<file path="config.mk">
export PLATFORM = sky130hd
export DESIGN_NAME = refresh_cadence_pacer
export DESIGN_NICKNAME = d
export VERILOG_FILES = /design/src/hw/rtl/rcp_pkg.sv /design/src/hw/rtl/rcp_csr.sv /design/src/hw/rtl/rcp_front.sv /design/src/hw/rtl/rcp_item_queue.sv /design/src/hw/rtl/rcp_back.sv /design/src/hw/rtl/rcp_result_queue.sv /design/src/hw/rtl/refresh_cadence_pacer.sv
export SDC_FILE = /design/constraint.sdc
export NUM_CORES = 2
export LEC_CHECK = 0
export BUFFER_PORTS_ARGS = -buffer_cell sky130_fd_sc_hd__buf_4
export CORE_MARGIN = 8
export CORE_UTILIZATION = 57
export DETAILED_ROUTE_END_ITERATION = 16
export PLACE_DENSITY = 0.81
export SETUP_SLACK_MARGIN = 0.4
export SLEW_MARGIN = 10
export SYNTH_ARGS = -nofsm -noshare
export SYNTH_HDL_FRONTEND = slang
export SYNTH_SLANG_ARGS = --single-unit
</file>
<file path="constraint.sdc">
create_clock -name clock -period 8.03 [get_ports clock]
set_input_delay 1.606 -clock clock [delete_from_list [all_inputs] [get_ports clock]]
set_output_delay 1.606 -clock clock [all_outputs]
set_load 0.02 [all_outputs]
</file>
<file path="src/hw/rtl/rcp_pkg.sv">
// shared types, constants and helpers for the refresh cadence pacer
`timescale 1ns / 1ps

package rcp_pkg;

   // sizing
   localparam int MAX_MULTIPLE = 4;
   localparam int TIME_BITS    = 48;
   localparam int MULT_LIMIT   = (MAX_MULTIPLE > 7) ? 7 : MAX_MULTIPLE;
   localparam int MULT_W       = 3;
   localparam int INTERVAL_W   = 20;
   localparam int PROD_W       = INTERVAL_W + MULT_W;
   localparam int TARGET_W     = 48;
   localparam int REPEAT_W     = 8;
   localparam int CFG_W        = 20;
   localparam int SLACK_W      = 10;
   localparam int PROMOTE_W    = 4;
   localparam int CSR_IDX_W    = 3;

   // queue depths, powers of two
   localparam int ITEM_DEPTH   = 4;
   localparam int ITEM_PTR_W   = $clog2(ITEM_DEPTH);
   localparam int RSP_DEPTH    = 2;
   localparam int RSP_PTR_W    = $clog2(RSP_DEPTH);

   // opcodes
   localparam logic OP_OBSERVE = 1'b0;
   localparam logic OP_ADVANCE = 1'b1;

   // register indexes
   localparam logic [CSR_IDX_W-1:0] CSR_FRAME_PERIOD  = 3'd0;
   localparam logic [CSR_IDX_W-1:0] CSR_MATCH_LOW     = 3'd1;
   localparam logic [CSR_IDX_W-1:0] CSR_MATCH_HIGH    = 3'd2;
   localparam logic [CSR_IDX_W-1:0] CSR_MAX_INTERVAL  = 3'd3;
   localparam logic [CSR_IDX_W-1:0] CSR_RESYNC_WINDOW = 3'd4;
   localparam logic [CSR_IDX_W-1:0] CSR_EARLY_SLACK   = 3'd5;
   localparam logic [CSR_IDX_W-1:0] CSR_PROMOTE_COUNT = 3'd6;

   // register reset values
   localparam logic [CFG_W-1:0]     RST_FRAME_PERIOD  = 20'd16667;
   localparam logic [CFG_W-1:0]     RST_MATCH_LOW     = 20'd16340;
   localparam logic [CFG_W-1:0]     RST_MATCH_HIGH    = 20'd17006;
   localparam logic [CFG_W-1:0]     RST_MAX_INTERVAL  = 20'd100000;
   localparam logic [CFG_W-1:0]     RST_RESYNC_WINDOW = 20'd100000;
   localparam logic [SLACK_W-1:0]   RST_EARLY_SLACK   = 10'd1;
   localparam logic [PROMOTE_W-1:0] RST_PROMOTE_COUNT = 4'd8;

   typedef logic [TIME_BITS-1:0] time_type;
   typedef logic [MULT_W-1:0]    mult_type;

   typedef struct packed {
      logic [CFG_W-1:0]     frame_period;
      logic [CFG_W-1:0]     match_low;
      logic [CFG_W-1:0]     match_high;
      logic [CFG_W-1:0]     max_interval;
      logic [CFG_W-1:0]     resync_window;
      logic [SLACK_W-1:0]   early_slack;
      logic [PROMOTE_W-1:0] promote_count;
   } cfg_type;

   // classified transaction handed from front to back
   typedef struct packed {
      logic                is_advance;
      logic                invalid;
      mult_type            found;
      time_type            target;
      time_type            tgt_plus_fp;
      time_type            tgt_plus_slack;
      time_type            tgt_plus_2fp;
      logic                resync_wait;
      logic                resync_step_ok;
      logic [REPEAT_W-1:0] repeats;
   } item_type;

   typedef struct packed {
      logic     frame_due;
      mult_type locked_divisor;
      mult_type pending_divisor;
   } rsp_type;

   // a - b taken signed modulo 2^TIME_BITS is above zero
   function automatic logic time_after(time_type a, time_type b);
      time_type d;
      d = a - b;
      return (d != '0) && !d[TIME_BITS-1];
   endfunction

endpackage

</file>
<file path="src/hw/rtl/rcp_csr.sv">
// configuration registers of the refresh cadence pacer
`timescale 1ns / 1ps

module rcp_csr
   import rcp_pkg::*;
(
   input  logic                 clock,
   input  logic                 reset,
   input  logic                 csr_wr_en,
   input  logic [CSR_IDX_W-1:0] csr_index,
   input  logic [CFG_W-1:0]     csr_wdata,
   output cfg_type              cfg
);

   cfg_type cfg_ff;
   cfg_type cfg_in;

   // decode the write
   always_comb begin
      cfg_in = cfg_ff;
      if (csr_wr_en) begin
         case (csr_index)
            CSR_FRAME_PERIOD:  cfg_in.frame_period  = csr_wdata;
            CSR_MATCH_LOW:     cfg_in.match_low     = csr_wdata;
            CSR_MATCH_HIGH:    cfg_in.match_high    = csr_wdata;
            CSR_MAX_INTERVAL:  cfg_in.max_interval  = csr_wdata;
            CSR_RESYNC_WINDOW: cfg_in.resync_window = csr_wdata;
            CSR_EARLY_SLACK:   cfg_in.early_slack   = csr_wdata[SLACK_W-1:0];
            CSR_PROMOTE_COUNT: cfg_in.promote_count = csr_wdata[PROMOTE_W-1:0];
            default:           cfg_in = cfg_ff;
         endcase
      end
   end

   always_ff @(posedge clock) begin
      if (reset) begin
         cfg_ff.frame_period  <= RST_FRAME_PERIOD;
         cfg_ff.match_low     <= RST_MATCH_LOW;
         cfg_ff.match_high    <= RST_MATCH_HIGH;
         cfg_ff.max_interval  <= RST_MAX_INTERVAL;
         cfg_ff.resync_window <= RST_RESYNC_WINDOW;
         cfg_ff.early_slack   <= RST_EARLY_SLACK;
         cfg_ff.promote_count <= RST_PROMOTE_COUNT;
      end else begin
         cfg_ff <= cfg_in;
      end
   end

   assign cfg = cfg_ff;

endmodule

</file>
<file path="src/hw/rtl/rcp_front.sv">
// front end: classifies a transaction and precomputes its state-free terms
`timescale 1ns / 1ps

module rcp_front
   import rcp_pkg::*;
(
   input  cfg_type               cfg,
   input  logic                  req_opcode,
   input  logic [INTERVAL_W-1:0] req_interval_us,
   input  logic                  req_interval_bad,
   input  logic [TARGET_W-1:0]   req_target_us,
   input  logic [REPEAT_W-1:0]   req_repeat_count,
   output item_type              item
);

   time_type             tgt;
   time_type             fp_t;
   logic [PROD_W-1:0]    prod;
   mult_type             found;

   // first multiple whose product lands in the match band
   always_comb begin
      found = '0;
      prod  = '0;
      for (int n = MULT_LIMIT; n >= 1; n--) begin
         prod = PROD_W'(req_interval_us) * PROD_W'(n);
         if (prod >= PROD_W'(cfg.match_low) && prod <= PROD_W'(cfg.match_high)) begin
            found = MULT_W'(n);
         end
      end
   end

   assign tgt  = time_type'(req_target_us);
   assign fp_t = time_type'(cfg.frame_period);

   // classification, copied fields and target-relative times used by the back end
   always_comb begin
      item                = '0;
      item.is_advance     = (req_opcode == OP_ADVANCE);
      item.invalid        = req_interval_bad || (req_interval_us == '0) ||
                            (req_interval_us > cfg.max_interval);
      item.found          = found;
      item.target         = tgt;
      item.tgt_plus_fp    = tgt + fp_t;
      item.tgt_plus_slack = tgt + time_type'(cfg.early_slack);
      item.tgt_plus_2fp   = tgt + (fp_t << 1);
      // fresh next time still ahead of target plus slack
      item.resync_wait    = {1'b0, cfg.frame_period} > (CFG_W + 1)'(cfg.early_slack);
      // a second period still lands after the target
      item.resync_step_ok = (cfg.frame_period != '0);
      item.repeats        = req_repeat_count;
   end

endmodule

</file>
<file path="src/hw/rtl/rcp_item_queue.sv">
// short queue between front and back
`timescale 1ns / 1ps

module rcp_item_queue
   import rcp_pkg::*;
(
   input  logic     clock,
   input  logic     reset,
   input  logic     push,
   input  item_type push_item,
   output logic     full,
   input  logic     pop,
   output logic     empty,
   output item_type head
);

   item_type                mem_ff [ITEM_DEPTH];
   logic [ITEM_PTR_W-1:0]   wr_ptr_ff, wr_ptr_in;
   logic [ITEM_PTR_W-1:0]   rd_ptr_ff, rd_ptr_in;
   logic [ITEM_PTR_W:0]     count_ff, count_in;

   assign full  = (count_ff == (ITEM_PTR_W + 1)'(ITEM_DEPTH));
   assign empty = (count_ff == '0);
   assign head  = mem_ff[rd_ptr_ff];

   // pointer and fill count update
   always_comb begin
      wr_ptr_in = push ? wr_ptr_ff + 1'b1 : wr_ptr_ff;
      rd_ptr_in = pop  ? rd_ptr_ff + 1'b1 : rd_ptr_ff;
      count_in  = count_ff;
      if (push && !pop) begin
         count_in = count_ff + 1'b1;
      end else if (pop && !push) begin
         count_in = count_ff - 1'b1;
      end
   end

   always_ff @(posedge clock) begin
      if (reset) begin
         wr_ptr_ff <= '0;
         rd_ptr_ff <= '0;
         count_ff  <= '0;
      end else begin
         wr_ptr_ff <= wr_ptr_in;
         rd_ptr_ff <= rd_ptr_in;
         count_ff  <= count_in;
      end
   end

   // storage
   always_ff @(posedge clock) begin
      if (push) begin
         mem_ff[wr_ptr_ff] <= push_item;
      end
   end

endmodule

</file>
<file path="src/hw/rtl/rcp_back.sv">
// back end: cadence state, lock promotion and frame pacing
`timescale 1ns / 1ps

module rcp_back
   import rcp_pkg::*;
(
   input  logic     clock,
   input  logic     reset,
   input  cfg_type  cfg,
   input  logic     item_valid,
   input  item_type item,
   output logic     item_pop,
   input  logic     rsp_ready,
   output logic     rsp_push,
   output rsp_type  rsp
);

   localparam logic [PROMOTE_W-1:0] AGREE_MAX = '1;

   mult_type              cand_ff, cand_in;
   logic [PROMOTE_W-1:0]  agree_ff, agree_in;
   mult_type              locked_ff, locked_in;
   time_type              nft_ff, nft_in;

   logic                  take;
   logic                  due;
   logic [PROMOTE_W-1:0]  agree_base;
   logic [PROMOTE_W-1:0]  agree_next;

   time_type              fp_t;
   time_type              rw_t;
   time_type              d_fwd;
   time_type              d_back;
   time_type              d_step;
   time_type              nft_step;
   logic                  near;
   logic                  resync;
   logic                  keep_wait;
   logic                  keep_step_ok;

   assign take     = item_valid && rsp_ready;
   assign item_pop = take;
   assign rsp_push = take;

   // wrapped distances against the kept next frame time
   assign fp_t         = time_type'(cfg.frame_period);
   assign rw_t         = time_type'(cfg.resync_window);
   assign d_fwd        = item.target - nft_ff;
   assign d_back       = nft_ff - item.target;
   assign d_step       = d_back + fp_t;
   assign nft_step     = nft_ff + fp_t;
   assign near         = (d_fwd <= rw_t) || (d_back <= rw_t);
   assign resync       = (nft_ff == '0) || !near;
   assign keep_wait    = time_after(nft_ff, item.tgt_plus_slack);
   assign keep_step_ok = (d_step != '0) && !d_step[TIME_BITS-1];

   // promotion counter
   always_comb begin
      agree_base = (item.found != cand_ff) ? '0 : agree_ff;
      agree_next = (agree_base != AGREE_MAX) ? agree_base + 1'b1 : agree_base;
   end

   // state update per transaction
   always_comb begin
      cand_in   = cand_ff;
      agree_in  = agree_ff;
      locked_in = locked_ff;
      nft_in    = nft_ff;
      due       = 1'b0;
      if (take) begin
         if (!item.is_advance) begin
            if (item.invalid) begin
               cand_in   = '0;
               agree_in  = '0;
               locked_in = '0;
               nft_in    = '0;
            end else begin
               cand_in  = item.found;
               agree_in = agree_next;
               if (agree_next >= cfg.promote_count) begin
                  if (locked_ff != item.found) begin
                     nft_in = '0;
                  end
                  locked_in = item.found;
                  agree_in  = cfg.promote_count;
               end
            end
         end else if (locked_ff != '0) begin
            due = (item.repeats >= REPEAT_W'(locked_ff));
         end else if (resync) begin
            if (item.resync_wait) begin
               nft_in = item.tgt_plus_fp;
            end else begin
               due    = 1'b1;
               nft_in = item.resync_step_ok ? item.tgt_plus_2fp : item.tgt_plus_fp;
            end
         end else if (!keep_wait) begin
            due    = 1'b1;
            nft_in = keep_step_ok ? nft_step : item.tgt_plus_fp;
         end
      end
   end

   always_ff @(posedge clock) begin
      if (reset) begin
         cand_ff   <= '0;
         agree_ff  <= '0;
         locked_ff <= '0;
         nft_ff    <= '0;
      end else begin
         cand_ff   <= cand_in;
         agree_ff  <= agree_in;
         locked_ff <= locked_in;
         nft_ff    <= nft_in;
      end
   end

   // result of this transaction, state as left by it
   always_comb begin
      rsp.frame_due       = due;
      rsp.locked_divisor  = locked_in;
      rsp.pending_divisor = cand_in;
   end

endmodule

</file>
<file path="src/hw/rtl/rcp_result_queue.sv">
// result queue that decouples the back end from the consumer
`timescale 1ns / 1ps

module rcp_result_queue
   import rcp_pkg::*;
(
   input  logic    clock,
   input  logic    reset,
   input  logic    push,
   input  rsp_type push_rsp,
   output logic    full,
   input  logic    pop,
   output logic    empty,
   output rsp_type head
);

   rsp_type               mem_ff [RSP_DEPTH];
   logic [RSP_PTR_W-1:0]  wr_ptr_ff, wr_ptr_in;
   logic [RSP_PTR_W-1:0]  rd_ptr_ff, rd_ptr_in;
   logic [RSP_PTR_W:0]    count_ff, count_in;

   assign full  = (count_ff == (RSP_PTR_W + 1)'(RSP_DEPTH));
   assign empty = (count_ff == '0);
   assign head  = mem_ff[rd_ptr_ff];

   // pointer and fill count update
   always_comb begin
      wr_ptr_in = push ? wr_ptr_ff + 1'b1 : wr_ptr_ff;
      rd_ptr_in = pop  ? rd_ptr_ff + 1'b1 : rd_ptr_ff;
      count_in  = count_ff;
      if (push && !pop) begin
         count_in = count_ff + 1'b1;
      end else if (pop && !push) begin
         count_in = count_ff - 1'b1;
      end
   end

   always_ff @(posedge clock) begin
      if (reset) begin
         wr_ptr_ff <= '0;
         rd_ptr_ff <= '0;
         count_ff  <= '0;
      end else begin
         wr_ptr_ff <= wr_ptr_in;
         rd_ptr_ff <= rd_ptr_in;
         count_ff  <= count_in;
      end
   end

   // storage
   always_ff @(posedge clock) begin
      if (push) begin
         mem_ff[wr_ptr_ff] <= push_rsp;
      end
   end

endmodule

</file>
<file path="src/hw/rtl/refresh_cadence_pacer.sv">
// top level of the refresh cadence pacer
// a pushed transaction passes the item queue and the back end into the result queue, then the ports
// throughput: one transaction per cycle; back end retires one per cycle unless rsp queue full
// full rises only when the four-entry front queue fills behind a stalled result side
// reset (synchronous, active high) empties both queues, clears cadence state, reloads registers
`timescale 1ns / 1ps

module refresh_cadence_pacer
   import rcp_pkg::*;
(
   input  logic                  clock,
   input  logic                  reset,
   input  logic                  req_push,
   output logic                  req_full,
   input  logic                  req_opcode,
   input  logic [INTERVAL_W-1:0] req_interval_us,
   input  logic                  req_interval_bad,
   input  logic [TARGET_W-1:0]   req_target_us,
   input  logic [REPEAT_W-1:0]   req_repeat_count,
   output logic                  rsp_empty,
   input  logic                  rsp_pop,
   output logic                  rsp_frame_due,
   output mult_type              rsp_locked_divisor,
   output mult_type              rsp_pending_divisor,
   input  logic                  csr_wr_en,
   input  logic [CSR_IDX_W-1:0]  csr_index,
   input  logic [CFG_W-1:0]      csr_wdata
);

   cfg_type  cfg;
   item_type front_item;
   item_type queue_head;
   logic     item_full;
   logic     item_empty;
   logic     item_pop;
   logic     rsp_full;
   logic     rsp_push;
   rsp_type  back_rsp;
   rsp_type  rsp_head;

   // configuration
   rcp_csr u_csr (
      .clock     (clock),
      .reset     (reset),
      .csr_wr_en (csr_wr_en),
      .csr_index (csr_index),
      .csr_wdata (csr_wdata),
      .cfg       (cfg)
   );

   // classify incoming transaction
   rcp_front u_front (
      .cfg              (cfg),
      .req_opcode       (req_opcode),
      .req_interval_us  (req_interval_us),
      .req_interval_bad (req_interval_bad),
      .req_target_us    (req_target_us),
      .req_repeat_count (req_repeat_count),
      .item             (front_item)
   );

   rcp_item_queue u_item_queue (
      .clock     (clock),
      .reset     (reset),
      .push      (req_push && !item_full),
      .push_item (front_item),
      .full      (item_full),
      .pop       (item_pop),
      .empty     (item_empty),
      .head      (queue_head)
   );

   // state update
   rcp_back u_back (
      .clock      (clock),
      .reset      (reset),
      .cfg        (cfg),
      .item_valid (!item_empty),
      .item       (queue_head),
      .item_pop   (item_pop),
      .rsp_ready  (!rsp_full),
      .rsp_push   (rsp_push),
      .rsp        (back_rsp)
   );

   rcp_result_queue u_result_queue (
      .clock    (clock),
      .reset    (reset),
      .push     (rsp_push),
      .push_rsp (back_rsp),
      .full     (rsp_full),
      .pop      (rsp_pop && !rsp_empty),
      .empty    (rsp_empty),
      .head     (rsp_head)
   );

   assign req_full            = item_full;
   assign rsp_frame_due       = rsp_head.frame_due;
   assign rsp_locked_divisor  = rsp_head.locked_divisor;
   assign rsp_pending_divisor = rsp_head.pending_divisor;

endmodule

</file>
==> impl_metrics.ini <==
[timing]
fmax_ghz = 0.136
slew_headroom_pct = 22.1
finalCritPeriodShare_pct = 91.5
finClkSkew_ns = 0.0526
fin_crit_ns = 7.34
final_max_slew_viol_count = 0
rsz0062_at_grt = false
tightest_slew_ns = 1.16
setup_viol = 0
setup_tns_ns = 0
hold_viol = 0

[global_routing]
grt-busiest-layer = met2
grt_overflow = 0
grt_antenna_before_repair = 3
met1_usage_pct = 41.3
grt_usage_pct = 30.3
grt_use_met2_pct = 48.2
use_met3_pct = 5.92
grt_pass1_vias = 45400
grt_pass1_wl_um = 276000
grt_max_degree = 114

[setup_path]
setup.worst_path.end = u_back.nft_ff[2]
r2r_end = u_back.nft_ff[2]
rr_worst_depth = 20
worst-path-buf-inv = 3
crit_required_ns = 8.65
rrSetupSlack_ns = 0.69
crit_chain = clkbuf_16, buf_4, mux4_2, ha_1, nand4_1, nor3_1, o21ai_0, and4_1, or3_1, and4b_1, and3_1, nand4_1, a311oi_1, a311oi_1, nor4_4, a31oi_4, buf_12, mux2i_1, o22ai_1, a21o_1
critPathKind = reg2reg
crit_family = simple AND/OR/NAND/NOR gates
arrival_ns = 7.97
max_stage_delay_ns = 0.72
cp_max_fo = 36
critPathSlowestCell = ha_1
end_kind = register
timing.critical_path.depth = 20
start_kind = register

[detailed_routing]
route.detailed.drc = 0
num_vias = 46500
antenna_left = 0
drtIter0Drc = 5453
dr.pass1.iters = 6
totalWireLength_um = 184000
post_drt_wl_per_cell_um = 26.3
routed_via_density = 6.65

[layout]
drive_gt1_share_pct = 11.9
layout.nets = 6130
nFillCells = 8062
mostFrequentLayoutCells = 838 x edfxtp_1, 503 x ha_1, 466 x nand2_1
syn_to_final_growth_pct = 9.98
final_common_cell = edfxtp_1

[floorplan]
floorplan.core_area_mm2 = 0.107
row_count = 120
die_w_um = 344
fp.dieH_um = 344
dieArea_mm2 = 0.118
start_util_pct = 57.3
io_pins = 115

[clock_tree]
cts_made_buffers = 102
clkLatencyLatePin_ns = 0.72
cts_tree = yes
cts_num_sinks = 1024
cts.path.max_buffers = 3
holdBufCountCts = 0
cts.htree.levels = 3
clk_pin_slew_ns = 0.07
cts_root_buf = clkbuf_16

[synth]
async_flop_share_pct = 0
yosys_most_used_dff = edfxtp_1
syn_nets = 6024
synth_warnings = 0
synth_edf_count = 838
syn_inst = 5403
post_synth_instance_area_mm2 = 0.0611
syn_avg_cell_area_um2 = 11.3
synth_seq_cells = 1024
yosysSeqAreaShare_pct = 47.2
yosysUniqueCellTypes = 111

[min_path]
min_path_type = reg2reg

[power]
seq_power_share_pct = 27.6
p_switching_w = 0.0108
vdd_drop_max_mv = 0.268
internal-power_w = 0.0140
power.total_w = 0.0248
clkPwrFrac_pct = 19.6
comb_power_share_pct = 52.9
power_density_mw_per_mm2 = 369
p_leak_nw = 25.5
switching_share_pct = 43.7

[outcome]
status = finished, final reports clean

[placement]
io_buffers = 114
dp_hpwl_um = 134000
routabilityCongestion = 1.02

[flow_run]
max_cap_violations = 0
[how the worst min path moves through the flow]
stage                   from             to  slack (ns)  depth (start not counted)
6_report       u_csr.cfg[51]  u_csr.cfg[51]        0.45                          2
5_1_grt        u_csr.cfg[20]  u_csr.cfg[20]        0.47                          2
4_1_cts        u_csr.cfg[51]  u_csr.cfg[51]        0.46                          2
3_5_place_dp   u_csr.cfg[51]  u_csr.cfg[51]        0.45                          2
3_3_place_gp   u_csr.cfg[64]  u_csr.cfg[64]        0.44                          2
2_1_floorplan   u_csr.cfg[3]   u_csr.cfg[3]        0.44                          1
[timing repair]
action,in CTS,in global routing
setup buffers,0,2
setup endpoints to repair,0,48
resized for setup,0,10
[per-stage QoR]
step                      hold WS (ns)  utilization [%]  cells  setup slack, ns  area (µm²)
final                            0.454             63.0   7001            0.686       67200
after global routing             0.471             63.0   6999            0.420       67200
after CTS                        0.455             62.9   6997            0.628       67200
after detailed placement         0.447             59.7   6806            0.619       63800
after global placement           0.441             59.7   6806            0.733       63800
after floorplan                  0.435                -   5403            0.535       61100
[sequential cells by signal (all words and copies together) (netlist names), named ones only]
signal and flops:
u_back.nft_ff 48, u_csr.cfg 114, u_item_queue.mem_ff 824, u_item_queue.wr_ptr_ff 2, u_result_queue.wr_ptr_ff 1, u_item_queue.count_ff 3, u_back.cand_ff 3, u_result_queue.rd_ptr_ff 1
u_back.agree_ff 4, u_back.locked_ff 3, u_result_queue.count_ff 2, u_item_queue.rd_ptr_ff 2, u_result_queue.mem_ff 14
[cell usage after synthesis, types with 107 or more instances]
library cell / instances / area share [%]
edfxtp_1: 838 / 41
ha_1: 505 / 10
nand2_1: 467 / 2.9
a21oi_1: 399 / 3.3
inv_1: 346 / 2.1
nor2_1: 309 / 1.9
o21ai_0: 217 / 1.8
mux4_2: 201 / 7.4
xnor2_1: 193 / 2.8
dfxtp_1: 186 / 6.1
a21o_1: 128 / 1.6
clkbuf_1: 126 / 0.77
nand4_1: 107 / 1.1
[power by group through the flow]
| stage | combinational, W | sequential [W] | clock [W] |
|---|---|---|---|
| 5_1_grt | 0.0140 | 0.00686 | 0.00507 |
| 6_report | 0.0131 | 0.00684 | 0.00486 |
| 3_5_place_dp | 0.0126 | 0.00692 | 0 |
| 2_1_floorplan | 0.00897 | 0.00677 | 0 |
| 4_1_cts | 0.0127 | 0.00682 | 0.00488 |
| 3_3_place_gp | 0.0126 | 0.00688 | 0 |
[layer usage]
metal  wire (µm)  vias up
li1            -    20600
met1       73800    22800
met5           7        -
met4        6880        2
met3       18900      431
met2       84800     2608
[kinds of logic (layout without fill, tap and decap cells)]
kind of cell | count (synthesis) | count (layout) | synth area share [%]
flip-flops | 1024 | 1024 | 47.2
AO/OA/AOI/OAI | 1267 | 1267 | 13.6
buffers and inverters | 547 | 740 | 3.48
XOR/XNOR | 284 | 284 | 4.07
AND/OR/NAND/NOR | 1472 | 1472 | 11.9
other | 0 | 2 | 0
adder cells (fa/ha/maj) | 515 | 515 | 10.7
multiplexers | 294 | 294 | 8.97
[worst min-delay path, cell delays in order, from the launching register on]
cell and delay [ns]:
dfxtp_1 0.31, nand2_1 0.05, a21oi_1 0.05
[final cells by class]
class                      instances  area, µm²  share of cell area, %
tap                             1403       1760                   2.61
antenna                            2       5.00                0.00744
sequential                      1024      28900                   43.0
clock buffer                     127       2730                   4.06
inverter                         349       1310                   1.95
timing repair buffer             200       1670                   2.48
clock inverter                    64        664                  0.988
multi-input combinational       3832      30200                   44.9
No activity file was read; power rests on OpenSTA's default activity.
